`src/sv/pcbd_pkg.sv`:
```
// ----------------------------------------------------------------------------
// pcbd_pkg
// Shared widths, codes, types and helpers of the prefix code bit decoder.
// ----------------------------------------------------------------------------
`timescale 1ns / 1ps
`default_nettype none

package pcbd_pkg;

  // Field widths fixed by the interface
  localparam int IDX_W    = 5;
  localparam int SYM_W    = 8;
  localparam int CODE_W   = 16;
  localparam int LEN_W    = 5;
  localparam int EIU_W    = 6;
  localparam int CMP_W    = 6;   // holds any code length up to 32
  localparam int WIDE_W   = 32;  // compare width for prefix against code
  localparam int APB_AW   = 2;
  localparam int APB_DW   = 32;

  // Parameter defaults
  localparam int TABLE_ENTRIES_DEF   = 32;
  localparam int MAX_CODE_LENGTH_DEF = 16;

  // Queue between front and back
  localparam int QUEUE_DEPTH = 4;

  // Register map
  localparam logic [APB_AW-1:0] ADDR_ENTRIES_IN_USE = 2'd0;

  // Item kinds
  localparam logic KIND_LOAD = 1'b0;
  localparam logic KIND_BIT  = 1'b1;

  typedef struct packed {
    logic              usable;   // symbol nonzero and length legal
    logic [SYM_W-1:0]  symbol;
    logic [CODE_W-1:0] code;     // already masked to its length
    logic [LEN_W-1:0]  length;
  } slot_t;

  typedef struct packed {
    logic             kind;
    logic [IDX_W-1:0] index;
    slot_t            slot;
    logic             code_bit;
  } q_item_t;

  // Low mask of len bits over the code width
  function automatic logic [CODE_W-1:0] code_mask(input logic [LEN_W-1:0] len);
    logic [CODE_W:0] one_hot;
    one_hot = (CODE_W+1)'(1) << len;
    if (len >= LEN_W'(CODE_W)) begin
      code_mask = '1;
    end else begin
      code_mask = CODE_W'(one_hot - (CODE_W+1)'(1));
    end
  endfunction

endpackage

`default_nettype wire

```
`src/sv/prefix_code_bit_decoder_core.sv`:
```
// ----------------------------------------------------------------------------
// prefix_code_bit_decoder_core
// Table-driven prefix code decoder taking one code bit per cycle when no stall holds it.
// ----------------------------------------------------------------------------
// Usage:
//   Input channel (in_valid / in_stall) carries two kinds of item. A load item
//   (req_type = 0) writes one table slot: symbol, code bits, code length. A
//   bit item (req_type = 1) appends code_bit to the running prefix, first bit
//   most significant. The prefix is matched against slots 0 .. entries_in_use-1
//   on exact length and bits; a hit returns the symbol and clears the prefix,
//   and reaching MAX_CODE_LENGTH bits without a hit returns overflow = 1 with
//   symbol = 0. Loads and unmatched bits return nothing.
//   Throughput is one item per cycle unless a stall holds the flow: all slots
//   are compared in parallel in the back end in the cycle the bit leaves the
//   queue, and the result is registered onto out_valid / symbol / overflow.
//   A four-entry queue parts the front from the back; in_stall rises only
//   when that queue is full. While out_stall holds a result, loads keep
//   draining and the next bit item waits at the head of the queue.
//   Reset (rst, synchronous) empties the queue, clears the prefix, drops any
//   pending result and sets entries_in_use to zero. Table slots are not
//   cleared; load every slot in use before decoding. Write entries_in_use over
//   APB at address 0 only while the block is idle.
// ----------------------------------------------------------------------------
`timescale 1ns / 1ps
`default_nettype none

module prefix_code_bit_decoder_core #(
  parameter int TABLE_ENTRIES   = pcbd_pkg::TABLE_ENTRIES_DEF,
  parameter int MAX_CODE_LENGTH = pcbd_pkg::MAX_CODE_LENGTH_DEF
) (
  input  wire logic                          clk,
  input  wire logic                          rst,
  // APB configuration port
  input  wire logic                          psel,
  input  wire logic                          penable,
  input  wire logic                          pwrite,
  input  wire logic [pcbd_pkg::APB_AW-1:0]   paddr,
  input  wire logic [pcbd_pkg::APB_DW-1:0]   pwdata,
  output logic [pcbd_pkg::APB_DW-1:0]        prdata,
  output logic                               pready,
  // Input channel
  input  wire logic                          in_valid,
  output logic                               in_stall,
  input  wire logic                          req_type,
  input  wire logic [pcbd_pkg::IDX_W-1:0]    entry_index,
  input  wire logic [pcbd_pkg::SYM_W-1:0]    entry_symbol,
  input  wire logic [pcbd_pkg::CODE_W-1:0]   entry_code,
  input  wire logic [pcbd_pkg::LEN_W-1:0]    entry_length,
  input  wire logic                          code_bit,
  // Result channel
  output logic                               out_valid,
  input  wire logic                          out_stall,
  output logic [pcbd_pkg::SYM_W-1:0]         symbol,
  output logic                               overflow
);

  logic [pcbd_pkg::EIU_W-1:0] entries_in_use;
  logic                       cfg_wr;
  logic                       q_full;
  logic                       push_valid;
  pcbd_pkg::q_item_t          push_item;
  logic                       q_valid;
  pcbd_pkg::q_item_t          q_head;
  logic                       pop;

  // Configuration register: zero-wait APB, one register at address 0
  assign pready = 1'b1;
  assign cfg_wr = psel && penable && pwrite && pready &&
                  (paddr == pcbd_pkg::ADDR_ENTRIES_IN_USE);

  always_ff @(posedge clk) begin
    if (rst) begin
      entries_in_use <= '0;
    end else if (cfg_wr) begin
      entries_in_use <= pwdata[pcbd_pkg::EIU_W-1:0];
    end
  end

  // Return the register at its address, zero elsewhere
  assign prdata = (paddr == pcbd_pkg::ADDR_ENTRIES_IN_USE) ?
                  pcbd_pkg::APB_DW'(entries_in_use) : '0;

  // Front: accept and classify items
  pcbd_front #(
    .TABLE_ENTRIES   (TABLE_ENTRIES),
    .MAX_CODE_LENGTH (MAX_CODE_LENGTH)
  ) u_front (
    .in_valid     (in_valid),
    .in_stall     (in_stall),
    .req_type     (req_type),
    .entry_index  (entry_index),
    .entry_symbol (entry_symbol),
    .entry_code   (entry_code),
    .entry_length (entry_length),
    .code_bit     (code_bit),
    .q_full       (q_full),
    .push_valid   (push_valid),
    .push_item    (push_item)
  );

  // Queue: decouple front stalls from back stalls
  pcbd_fifo u_fifo (
    .clk        (clk),
    .rst        (rst),
    .push_valid (push_valid),
    .push_item  (push_item),
    .q_full     (q_full),
    .q_valid    (q_valid),
    .q_head     (q_head),
    .pop        (pop)
  );

  // Back: table writes, prefix tracking, match and result register
  pcbd_back #(
    .TABLE_ENTRIES   (TABLE_ENTRIES),
    .MAX_CODE_LENGTH (MAX_CODE_LENGTH)
  ) u_back (
    .clk            (clk),
    .rst            (rst),
    .entries_in_use (entries_in_use),
    .q_valid        (q_valid),
    .q_head         (q_head),
    .pop            (pop),
    .out_valid      (out_valid),
    .out_stall      (out_stall),
    .symbol         (symbol),
    .overflow       (overflow)
  );

endmodule

`default_nettype wire

```
`src/sv/pcbd_front.sv`:
```
// ----------------------------------------------------------------------------
// pcbd_front
// Accepts items, drops loads to missing slots and prepares table entries.
// ----------------------------------------------------------------------------
`timescale 1ns / 1ps
`default_nettype none

module pcbd_front #(
  parameter int TABLE_ENTRIES   = pcbd_pkg::TABLE_ENTRIES_DEF,
  parameter int MAX_CODE_LENGTH = pcbd_pkg::MAX_CODE_LENGTH_DEF
) (
  input  wire logic                          in_valid,
  output logic                               in_stall,
  input  wire logic                          req_type,
  input  wire logic [pcbd_pkg::IDX_W-1:0]    entry_index,
  input  wire logic [pcbd_pkg::SYM_W-1:0]    entry_symbol,
  input  wire logic [pcbd_pkg::CODE_W-1:0]   entry_code,
  input  wire logic [pcbd_pkg::LEN_W-1:0]    entry_length,
  input  wire logic                          code_bit,
  input  wire logic                          q_full,
  output logic                               push_valid,
  output pcbd_pkg::q_item_t                  push_item
);

  localparam int SLOTS = (TABLE_ENTRIES < (1 << pcbd_pkg::IDX_W)) ?
                         TABLE_ENTRIES : (1 << pcbd_pkg::IDX_W);

  logic drop;

  // Loads past the last slot are taken and thrown away
  assign drop = (req_type == pcbd_pkg::KIND_LOAD) &&
                (pcbd_pkg::CMP_W'(entry_index) >= pcbd_pkg::CMP_W'(SLOTS));

  assign in_stall   = q_full;
  assign push_valid = in_valid && !drop;

  always_comb begin
    push_item             = '0;
    push_item.kind        = req_type;
    push_item.index       = entry_index;
    push_item.code_bit    = code_bit;
    push_item.slot.symbol = entry_symbol;
    push_item.slot.length = entry_length;
    push_item.slot.code   = entry_code & pcbd_pkg::code_mask(entry_length);
    push_item.slot.usable = (entry_symbol != '0) && (entry_length != '0) &&
                            (pcbd_pkg::CMP_W'(entry_length) <=
                             pcbd_pkg::CMP_W'(MAX_CODE_LENGTH));
  end

endmodule

`default_nettype wire

```
`src/sv/pcbd_fifo.sv`:
```
// ----------------------------------------------------------------------------
// pcbd_fifo
// Short in-order queue between the front and the back.
// ----------------------------------------------------------------------------
`timescale 1ns / 1ps
`default_nettype none

module pcbd_fifo (
  input  wire logic              clk,
  input  wire logic              rst,
  input  wire logic              push_valid,
  input  wire pcbd_pkg::q_item_t push_item,
  output logic                   q_full,
  output logic                   q_valid,
  output pcbd_pkg::q_item_t      q_head,
  input  wire logic              pop
);

  localparam int DEPTH = pcbd_pkg::QUEUE_DEPTH;
  localparam int PTR_W = $clog2(DEPTH);
  localparam int CNT_W = $clog2(DEPTH + 1);

  pcbd_pkg::q_item_t  mem [DEPTH];
  logic [PTR_W-1:0]   wr_ptr;
  logic [PTR_W-1:0]   rd_ptr;
  logic [CNT_W-1:0]   count;
  logic               do_push;
  logic               do_pop;

  assign q_full  = (count == CNT_W'(DEPTH));
  assign q_valid = (count != '0);
  assign q_head  = mem[rd_ptr];
  assign do_push = push_valid && !q_full;
  assign do_pop  = pop && q_valid;

  always_ff @(posedge clk) begin
    if (do_push) begin
      mem[wr_ptr] <= push_item;
    end
  end

  always_ff @(posedge clk) begin
    if (rst) begin
      wr_ptr <= '0;
      rd_ptr <= '0;
      count  <= '0;
    end else begin
      if (do_push) begin
        wr_ptr <= wr_ptr + PTR_W'(1);
      end
      if (do_pop) begin
        rd_ptr <= rd_ptr + PTR_W'(1);
      end
      if (do_push && !do_pop) begin
        count <= count + CNT_W'(1);
      end else if (do_pop && !do_push) begin
        count <= count - CNT_W'(1);
      end
    end
  end

endmodule

`default_nettype wire

```
`src/sv/pcbd_back.sv`:
```
// ----------------------------------------------------------------------------
// pcbd_back
// Holds the code table and prefix, matches each bit, registers the result.
// ----------------------------------------------------------------------------
`timescale 1ns / 1ps
`default_nettype none

module pcbd_back #(
  parameter int TABLE_ENTRIES   = pcbd_pkg::TABLE_ENTRIES_DEF,
  parameter int MAX_CODE_LENGTH = pcbd_pkg::MAX_CODE_LENGTH_DEF
) (
  input  wire logic                          clk,
  input  wire logic                          rst,
  input  wire logic [pcbd_pkg::EIU_W-1:0]    entries_in_use,
  input  wire logic                          q_valid,
  input  wire pcbd_pkg::q_item_t             q_head,
  output logic                               pop,
  output logic                               out_valid,
  input  wire logic                          out_stall,
  output logic [pcbd_pkg::SYM_W-1:0]         symbol,
  output logic                               overflow
);

  localparam int SLOTS  = (TABLE_ENTRIES < (1 << pcbd_pkg::IDX_W)) ?
                          TABLE_ENTRIES : (1 << pcbd_pkg::IDX_W);
  localparam int SLOT_W = $clog2(SLOTS);
  localparam int PW     = MAX_CODE_LENGTH;
  localparam int LW     = $clog2(MAX_CODE_LENGTH + 1);

  pcbd_pkg::slot_t             code_table [SLOTS];
  logic [PW-1:0]               prefix_bits;
  logic [LW-1:0]               prefix_length;
  logic [PW-1:0]               bits_next;
  logic [LW-1:0]               length_next;
  logic [SLOTS-1:0]            hit;
  logic                        hit_any;
  logic [pcbd_pkg::SYM_W-1:0]  hit_symbol;
  logic                        ovf_now;
  logic                        is_bit;
  logic                        out_free;

  assign is_bit   = (q_head.kind == pcbd_pkg::KIND_BIT);
  assign out_free = !out_valid || !out_stall;
  // Loads never wait on the output; bit items need room for a result
  assign pop      = q_valid && (!is_bit || out_free);

  // The stored prefix is always shorter than the maximum, so no mask needed
  assign bits_next   = {prefix_bits[PW-2:0], q_head.code_bit};
  assign length_next = prefix_length + LW'(1);

  always_comb begin
    for (int k = 0; k < SLOTS; k++) begin
      hit[k] = code_table[k].usable &&
               (pcbd_pkg::CMP_W'(k) < pcbd_pkg::CMP_W'(entries_in_use)) &&
               (pcbd_pkg::CMP_W'(code_table[k].length) ==
                pcbd_pkg::CMP_W'(length_next)) &&
               (pcbd_pkg::WIDE_W'(code_table[k].code) ==
                pcbd_pkg::WIDE_W'(bits_next));
    end
  end

  // Lowest matching slot wins
  always_comb begin
    hit_any    = 1'b0;
    hit_symbol = '0;
    for (int k = SLOTS - 1; k >= 0; k--) begin
      if (hit[k]) begin
        hit_any    = 1'b1;
        hit_symbol = code_table[k].symbol;
      end
    end
  end

  assign ovf_now = !hit_any && (length_next == LW'(MAX_CODE_LENGTH));

  always_ff @(posedge clk) begin
    if (pop && !is_bit) begin
      code_table[q_head.index[SLOT_W-1:0]] <= q_head.slot;
    end
  end

  always_ff @(posedge clk) begin
    if (rst) begin
      prefix_bits   <= '0;
      prefix_length <= '0;
    end else if (pop && is_bit) begin
      if (hit_any || ovf_now) begin
        prefix_bits   <= '0;
        prefix_length <= '0;
      end else begin
        prefix_bits   <= bits_next;
        prefix_length <= length_next;
      end
    end
  end

  always_ff @(posedge clk) begin
    if (rst) begin
      out_valid <= 1'b0;
    end else if (pop && is_bit && (hit_any || ovf_now)) begin
      out_valid <= 1'b1;
    end else if (!out_stall) begin
      out_valid <= 1'b0;
    end
  end

  always_ff @(posedge clk) begin
    if (pop && is_bit && (hit_any || ovf_now)) begin
      symbol   <= hit_symbol;
      overflow <= ovf_now;
    end
  end

endmodule

`default_nettype wire

```
`config.mk`:
```
export PLATFORM = sky130hd
export DESIGN_NAME = prefix_code_bit_decoder_core
export DESIGN_NICKNAME = d
export VERILOG_FILES = /design/src/sv/pcbd_pkg.sv /design/src/sv/prefix_code_bit_decoder_core.sv /design/src/sv/pcbd_front.sv /design/src/sv/pcbd_fifo.sv /design/src/sv/pcbd_back.sv
export SDC_FILE = /design/constraint.sdc
export NUM_CORES = 1
export LEC_CHECK = 0
export BUFFER_PORTS_ARGS = -buffer_cell sky130_fd_sc_hd__buf_2
export CAP_MARGIN = 20
export CORE_MARGIN = 10
export CORE_UTILIZATION = 40
export DETAILED_ROUTE_END_ITERATION = 8
export SYNTH_ARGS = -nofsm -noshare
export SYNTH_HDL_FRONTEND = slang
export SYNTH_SLANG_ARGS = --single-unit
```
`constraint.sdc`:
```
create_clock -name clk -period 7.1 [get_ports clk]
set_clock_uncertainty 0.05 [all_clocks]
set_input_delay 1.065 -clock clk [delete_from_list [all_inputs] [get_ports clk]]
set_output_delay 1.065 -clock clk [all_outputs]
set_load 0.01 [all_outputs]
```
==> results of run 1 <==
-- placed cells by master (no fill, tap or decap), types with 19 or more instances in the layout --
master	instances
and3_1	22
nor2_2	19
nor4_1	143
mux2i_1	36
or4_1	32
edfxtp_1	1117
clkbuf_16	119
nand3_1	87
nor3_1	44
buf_2	68
nor3b_1	19
inv_1	59
conb_1	27
and4_1	26
xnor3_1	55
o21ai_0	47
nor2_1	112
a31oi_1	20
dfxtp_2	20
nand2_1	129
buf_4	113
clkbuf_1	39
nand2b_1	33
xnor2_1	423
nand4_1	166
a21oi_1	45
mux4_2	37
xor2_1	204
o211ai_1	27
-- stage by stage --
step	instances	area, um^2	worst slack [ns]	total power, uW	hold WS, ns
3_3_place_gp	5134	54100	1.59	12600	0.450
6_report	5368	58000	1.43	18700	0.470
5_1_grt	5364	58000	1.42	19200	0.490
4_1_cts	5359	57900	1.59	18700	0.457
3_5_place_dp	5137	54100	1.59	12600	0.463
2_1_floorplan	3494	51600	3.25	10800	0.425
-- metal layers --
layer,up-vias,global-route usage
met4,0,0.0600
met1,16200,0.299
met3,247,0.0300
met2,1535,0.339
met5,-,0
li1,13500,-
-- worst max-delay path: stages (launching register included) --
cell       delay [ns]
dfxtp_1          0.36
ha_1             0.27
buf_4            0.23
xnor2_2          0.72
buf_4            0.50
xnor2_1          0.22
or4_1            0.19
a2111o_1         0.55
nor3b_1          0.92
o311ai_0         0.30
a221o_1          0.38
a311oi_1         0.46
o2bb2ai_1        0.15
-- how the worst max path moves through the flow --
stage,from,endpoint,slack [ns]
after floorplan,u_back.prefix_length[1],u_back.symbol[0],3.25
after global placement,u_back.prefix_length[1],u_back.prefix_length[0],1.59
after detailed placement,u_back.prefix_length[1],u_back.prefix_length[0],1.59
after CTS,u_back.prefix_length[1],u_back.prefix_length[0],1.59
after global routing,u_back.prefix_length[1],u_back.symbol[4],1.42
final,u_back.prefix_length[1],u_back.symbol[4],1.43
-- final cells by class --
cell class | count | area [um^2] | share of cell area
Sequential cell | 1153 | 34300 | 0.591
Multi-Input combinational cell | 2077 | 16200 | 0.280
Clock buffer | 174 | 3340 | 0.0576
Tap cell | 1662 | 2080 | 0.0358
Timing Repair Buffer | 191 | 1370 | 0.0236
Clock inverter | 48 | 474 | 0.00817
Inverter | 59 | 221 | 0.00382
Antenna cell | 4 | 10.0 | 0.000173
-- state kept, by name, indices dropped and copies added (netlist names), 2 cells and up, named ones only --
| register | count |
|---|---|
| u_back.symbol | 8 |
| entries_in_use | 6 |
| u_back.prefix_length | 5 |
| u_back.prefix_bits | 15 |
| u_fifo.rd_ptr | 2 |
| u_fifo.count | 3 |
| u_back.code_table | 960 |
| u_fifo.mem | 148 |
| u_fifo.wr_ptr | 2 |
-- power groups by stage --
stage          Combinational, uW  Clock, uW  Sequential [uW]
3_5_place_dp                3690          0             8950
6_report                    3740       6100             8810
2_1_floorplan               1860          0             8900
3_3_place_gp                3670          0             8940
5_1_grt                     3870       6440             8840
4_1_cts                     3700       6190             8810
-- cells by family (layout without fill, tap and decap cells) --
logic type      Yosys count  after routing
flops                  1153           1153
fa+ha+maj                10             10
other cells               2             31
simple gates            981            981
mux                      75             75
xor+xnor                685            685
buf+inv                 264            472
compound gates          299            299
==> flow_summary.json, run 1 <==
{
  "cts-buffers-inserted": 119,
  "start_kind": "flip-flop",
  "required_ns": 7.48,
  "tns_ns": 0,
  "grt.overflow.total": 0,
  "rrSetupSlack_ns": 1.43,
  "path_clk_slew_ns": 0.07,
  "min_period_ns": 5.67,
  "synthTopCellsByArea": "edfxtp_1 65%, xnor2_1 7.2%, xor2_1 3.5%, xnor3_1 2.4%, nand4_1 2.0%",
  "yosys_warnings": 0,
  "drc": 0,
  "yosys.area.top_type": "edfxtp_1",
  "highest_layer": "met4",
  "grt_pass1_wl_um": 220000,
  "drt-pass1-iter-count": 5,
  "cp-end-kind": "flip-flop",
  "portBuffers": 67,
  "grt_max_degree": 38,
  "r2r-end": "u_back.symbol[4]",
  "switching_power_uw": 5660,
  "met1_length_um": 66100,
  "die_area_um2": 143000,
  "cap_viol_max_count": 0,
  "cts_tree": "done",
  "leakage_uw": 0.0189,
  "post_cts_buffers": 0,
  "fmax_mhz": 176,
  "routed_wl_um": 155000,
  "worst-setup-path-type": "flip-flop to flip-flop",
  "cts.htree.levels": 3,
  "synth_ff_type": "edfxtp_1",
  "clkLatencyLatePin_ns": 0.72,
  "die_x_um": 379,
  "slew_violations": 0,
  "n_fill_cell": 11100,
  "seqPwrFrac": 0.472,
  "antenna_found_initial": 9,
  "worstHoldPathCells": 2,
  "synth_xor_xnor_area_share": 0.132,
  "synth_top_family_by_area": "XOR/XNOR gates",
  "synth_adder_area_share": 0.00253,
  "grt_pass1_vias": 30600,
  "ys_ff_latch": 1153,
  "vdd_ir_drop_max_v": 0.000226,
  "synth_top_area_share": 0.652,
  "place.detailed.hpwl_um": 94000,
  "synthArstFlopShare": 0,
  "drt-initial-drc-count": 3644,
  "hold_violations": 0,
  "holdBufCountCts": 0,
  "avgViaCountPerCell": 5.88,
  "dr_wl_met3_um": 12700,
  "yosys.area_share.simple": 0.109,
  "core_area_um2": 128000,
  "worstHoldPathType": "flip-flop to flip-flop",
  "root_buffer": "clkbuf_16",
  "synth_mux_area_frac": 0.0236,
  "initial_core_util": 0.403,
  "netlist_instances": 3469,
  "cts_buffer_depth": 3,
  "worst_pin_slew_ns": 1.25,
  "p_int_uw": 13000,
  "syn_area_um2": 51500,
  "synth_edf_count": 1117,
  "worstReg2RegStart": "u_back.prefix_length[1]",
  "rsz0062_at_grt": "no",
  "combinationalPowerShare": 0.200,
  "reg2reg_depth": 12,
  "status": "complete, no violations",
  "crit_arrival_ns": 6.05,
  "syn_area_per_cell_um2": 14.8,
  "nets": 3687,
  "die_h_um": 379,
  "cts_num_sinks": 1153,
  "placementRows": 131,
  "maxSlewHeadroom": 0.169,
  "drt-wirelength-per-cell_um": 28.8,
  "ant_nets": 0,
  "vias": 31600,
  "io_pins": 121,
  "finalSetupViolations": 0,
  "synth_commonest_cells": "1117 x edfxtp_1, 424 x xnor2_1, 205 x xor2_1, 166 x nand4_1, 148 x nor4_1",
  "post-route-util": 0.454,
  "met2_length_um": 71900,
  "area_growth_pct": 12.7,
  "drive_above_1_share": 0.136,
  "synth.most_common_cell": "edfxtp_1",
  "worstPathMaxFanout": 19,
  "fin_crit_sh": 0.798,
  "gp_congestion": 0.868,
  "power_density_nw_per_um2": 322,
  "cts-resized-gates": 0,
  "hold_end": "u_fifo.count[2]",
  "switching_share": 0.303,
  "min_from": "u_fifo.count[2]",
  "track_usage": 0.211,
  "ys_seq_area_frac": 0.666,
  "clock_power_share": 0.327,
  "synth_cell_types": 82,
  "synth-compound-area-share": 0.0419
}
Power figures use the tool's default switching activity.
==> run 2, diff against run 1 <==
ABC_AREA = 1   (was default)
clock period = 5.5 ns   (was 7.1 ns; I/O delays follow)
==> flow_summary.json, run 2 <==
{
  "status": "complete, no violations",
  "die_x_um": 373,
  "drive_above_1_share": 0.126,
  "synth_ff_type": "edfxtp_1",
  "critPathBufInv": 3,
  "ys_ff_latch": 1153,
  "ant_nets": 0,
  "min_from": "entry_index[1]",
  "hold_violations": 0,
  "path_clk_slew_ns": 0.06,
  "die_h_um": 373,
  "required_ns": 5.79,
  "fmax_mhz": 191,
  "root_buffer": "clkbuf_16",
  "area_growth_pct": 13.6,
  "cts_buffer_depth": 3,
  "post-route-util": 0.457,
  "worst-setup-path-type": "flip-flop to flip-flop",
  "critical_path.top_delay_family": "simple AND/OR/NAND/NOR gates",
  "vias": 33100,
  "min_period_ns": 5.24,
  "final_common_cell": "edfxtp_1",
  "met1_usage": 0.277,
  "reg2reg_depth": 13,
  "hold_end": "u_fifo.mem[0][32]",
  "start_kind": "flip-flop",
  "io_pins": 121,
  "avgViaCountPerCell": 5.47,
  "synth_top_area_share": 0.674,
  "tns_ns": 0,
  "pre_cts_slack_ns": 0.356,
  "yosys_warnings": 0,
  "fin_crit_sh": 0.952,
  "worstHoldPathType": "input port to flip-flop",
  "placementRows": 129,
  "vdd_ir_drop_max_v": 0.000527,
  "nets": 4397,
  "drt-initial-drc-count": 3962,
  "syn_area_um2": 49700,
  "r2r-end": "u_back.symbol[1]",
  "use_met3": 0.0376,
  "place.detailed.hpwl_um": 87200,
  "synth_commonest_cells": "1117 x edfxtp_1, 816 x nand2_1, 396 x inv_1, 347 x o21ai_0, 293 x nor2_1",
  "hold_slack_ns": 0.266,
  "rsz0062_at_grt": "no",
  "routed_wl_um": 145000,
  "grt_pass1_vias": 31900,
  "grt.overflow.total": 0,
  "synth.most_common_cell": "edfxtp_1",
  "cp-end-kind": "flip-flop",
  "netlist_instances": 4150,
  "final_cell_mix": "1117 x edfxtp_1, 816 x nand2_1, 395 x inv_1",
  "portBuffers": 67,
  "yosys.area.top_type": "edfxtp_1",
  "drt-pass1-iter-count": 8,
  "gp_congestion": 0.838,
  "maxSlewHeadroom": 0.254,
  "cts.htree.levels": 3,
  "crit_chain": "inv_2 > buf_4 > o22ai_1 > a221oi_1 > nand4_1 > a2111oi_0 > nand4_1 > nand2_1 > nor2_1 > and3_1 > nand3_1 > nand2_1 > inv_1",
  "initial_core_util": 0.402,
  "rrSetupSlack_ns": 0.26,
  "ys_seq_area_frac": 0.689,
  "synth_cell_types": 70,
  "worstPathMaxFanout": 28,
  "power_density_nw_per_um2": 471,
  "crit_arrival_ns": 5.53,
  "cts_num_sinks": 1153,
  "die_area_um2": 139000,
  "leakage_uw": 0.0203,
  "clkLatencyLatePin_ns": 0.73,
  "core_area_um2": 124000,
  "fin_ws_ns": 0.263,
  "synthArstFlopShare": 0,
  "diodes": 0,
  "worst_pin_slew_ns": 1.12,
  "worstReg2RegStart": "u_back.prefix_bits[1]",
  "cts-buffers-inserted": 119,
  "grt_pass1_wl_um": 211000,
  "finalSetupViolations": 0,
  "worstHoldPathCells": 1,
  "cap_viol_max_count": 0,
  "synthTopCellsByArea": "edfxtp_1 67%, nand2_1 6.2%, o21ai_0 3.5%, inv_1 3.0%, nor2_1 2.2%",
  "max_stage_delay_ns": 0.82,
  "track_usage": 0.202,
  "largest_reg_flops": 960,
  "syn_area_per_cell_um2": 12.0,
  "cp_slowest_cell": "a2111oi_0",
  "busiest_layer": "met2",
  "synth_edf_count": 1117,
  "cts_tree": "done",
  "slew_violations": 0,
  "grt_max_degree": 63,
  "gr-usage-met2": 0.321,
  "drc": 0,
  "antenna_found_initial": 3,
  "drt-wirelength-per-cell_um": 24.0
}
-- run 2: changes by cell type in the layout (fill, tap and decap cells not counted), moves of 35 or more --
cell and change:
mux2i_1 -35, a221oi_1 +55, nor4_1 -94, nand4_1 -130, xnor3_1 -55, mux4_2 -37
inv_1 +336, xor2_1 -84, o22ai_1 +85, xnor2_1 -328, nor2_1 +144, nand2_1 +687
o21ai_0 +300
-- run 2: metrics by stage --
| stage | instances | cell area (um^2) | total power [uW] |
|---|---|---|---|
| after floorplan | 4175 | 49800 | 15200 |
| after global placement | 5826 | 52700 | 18800 |
| after detailed placement | 5826 | 52700 | 18800 |
| after CTS | 6048 | 56500 | 26600 |
| after global routing | 6049 | 56500 | 27400 |
| final | 6049 | 56500 | 26600 |
-- run 2: logic make-up (layout without fill, tap and decap cells) --
kind of cell               count (synthesis)  count (layout)  share of synthesized area
and+or+nand+nor                         1414            1414                      0.122
DFF                                     1153            1153                      0.689
AOI/OAI and AO/OA                        744             744                     0.0921
buffers and inverters                    609             846                     0.0555
xor gates and xnor gates                 218             218                     0.0391
adders and majority gates                  9               9                    0.00242
other                                      2              27                   0.000151
muxes                                      1               1                   0.000201
-- run 2: metal layers --
layer,share of wire,up-vias,routed length [um]
met2,0.45,1597,65600
met1,0.42,16300,60900
met4,0.033,0,4720
met5,0,-,0
met3,0.096,288,13900
li1,-,14900,-
-- run 2: cell type report --
class                      instances  area (um^2)
tap                             1637         2050
multi-input combinational       2413        13400
clock inverter                    69          643
sequential                      1153        34300
clock buffer                     153         3170
inverter                         414         1560
timing repair buffer             210         1470
fill                           11100        67100
-- run 2: worst max-delay path by stage --
stage,start,end,slack (ns),cells past startpoint
floorplan,u_back.prefix_length[0],u_back.symbol[3],1.93,32
global placement,u_back.prefix_length[0],u_back.symbol[7],0.35,29
detailed placement,u_back.prefix_length[0],u_back.symbol[7],0.36,29
CTS,u_back.prefix_length[0],u_back.symbol[7],0.36,29
global route,u_back.prefix_length[0],u_back.symbol[7],0.03,29
finish,u_back.prefix_bits[1],u_back.symbol[1],0.26,13
-- run 2: timing repair --
item                                    in CTS  in global routing
endpoints found under the setup margin       0                  8
buffers inserted                             0                  0
gates resized for setup                      0                  2
hold buffers                                 0                  0
-- run 2: power breakdown --
part / switching (uW) / internal [uW]
Clock: 3450 / 4450
Combinational: 5320 / 1140
Sequential: 213 / 12100
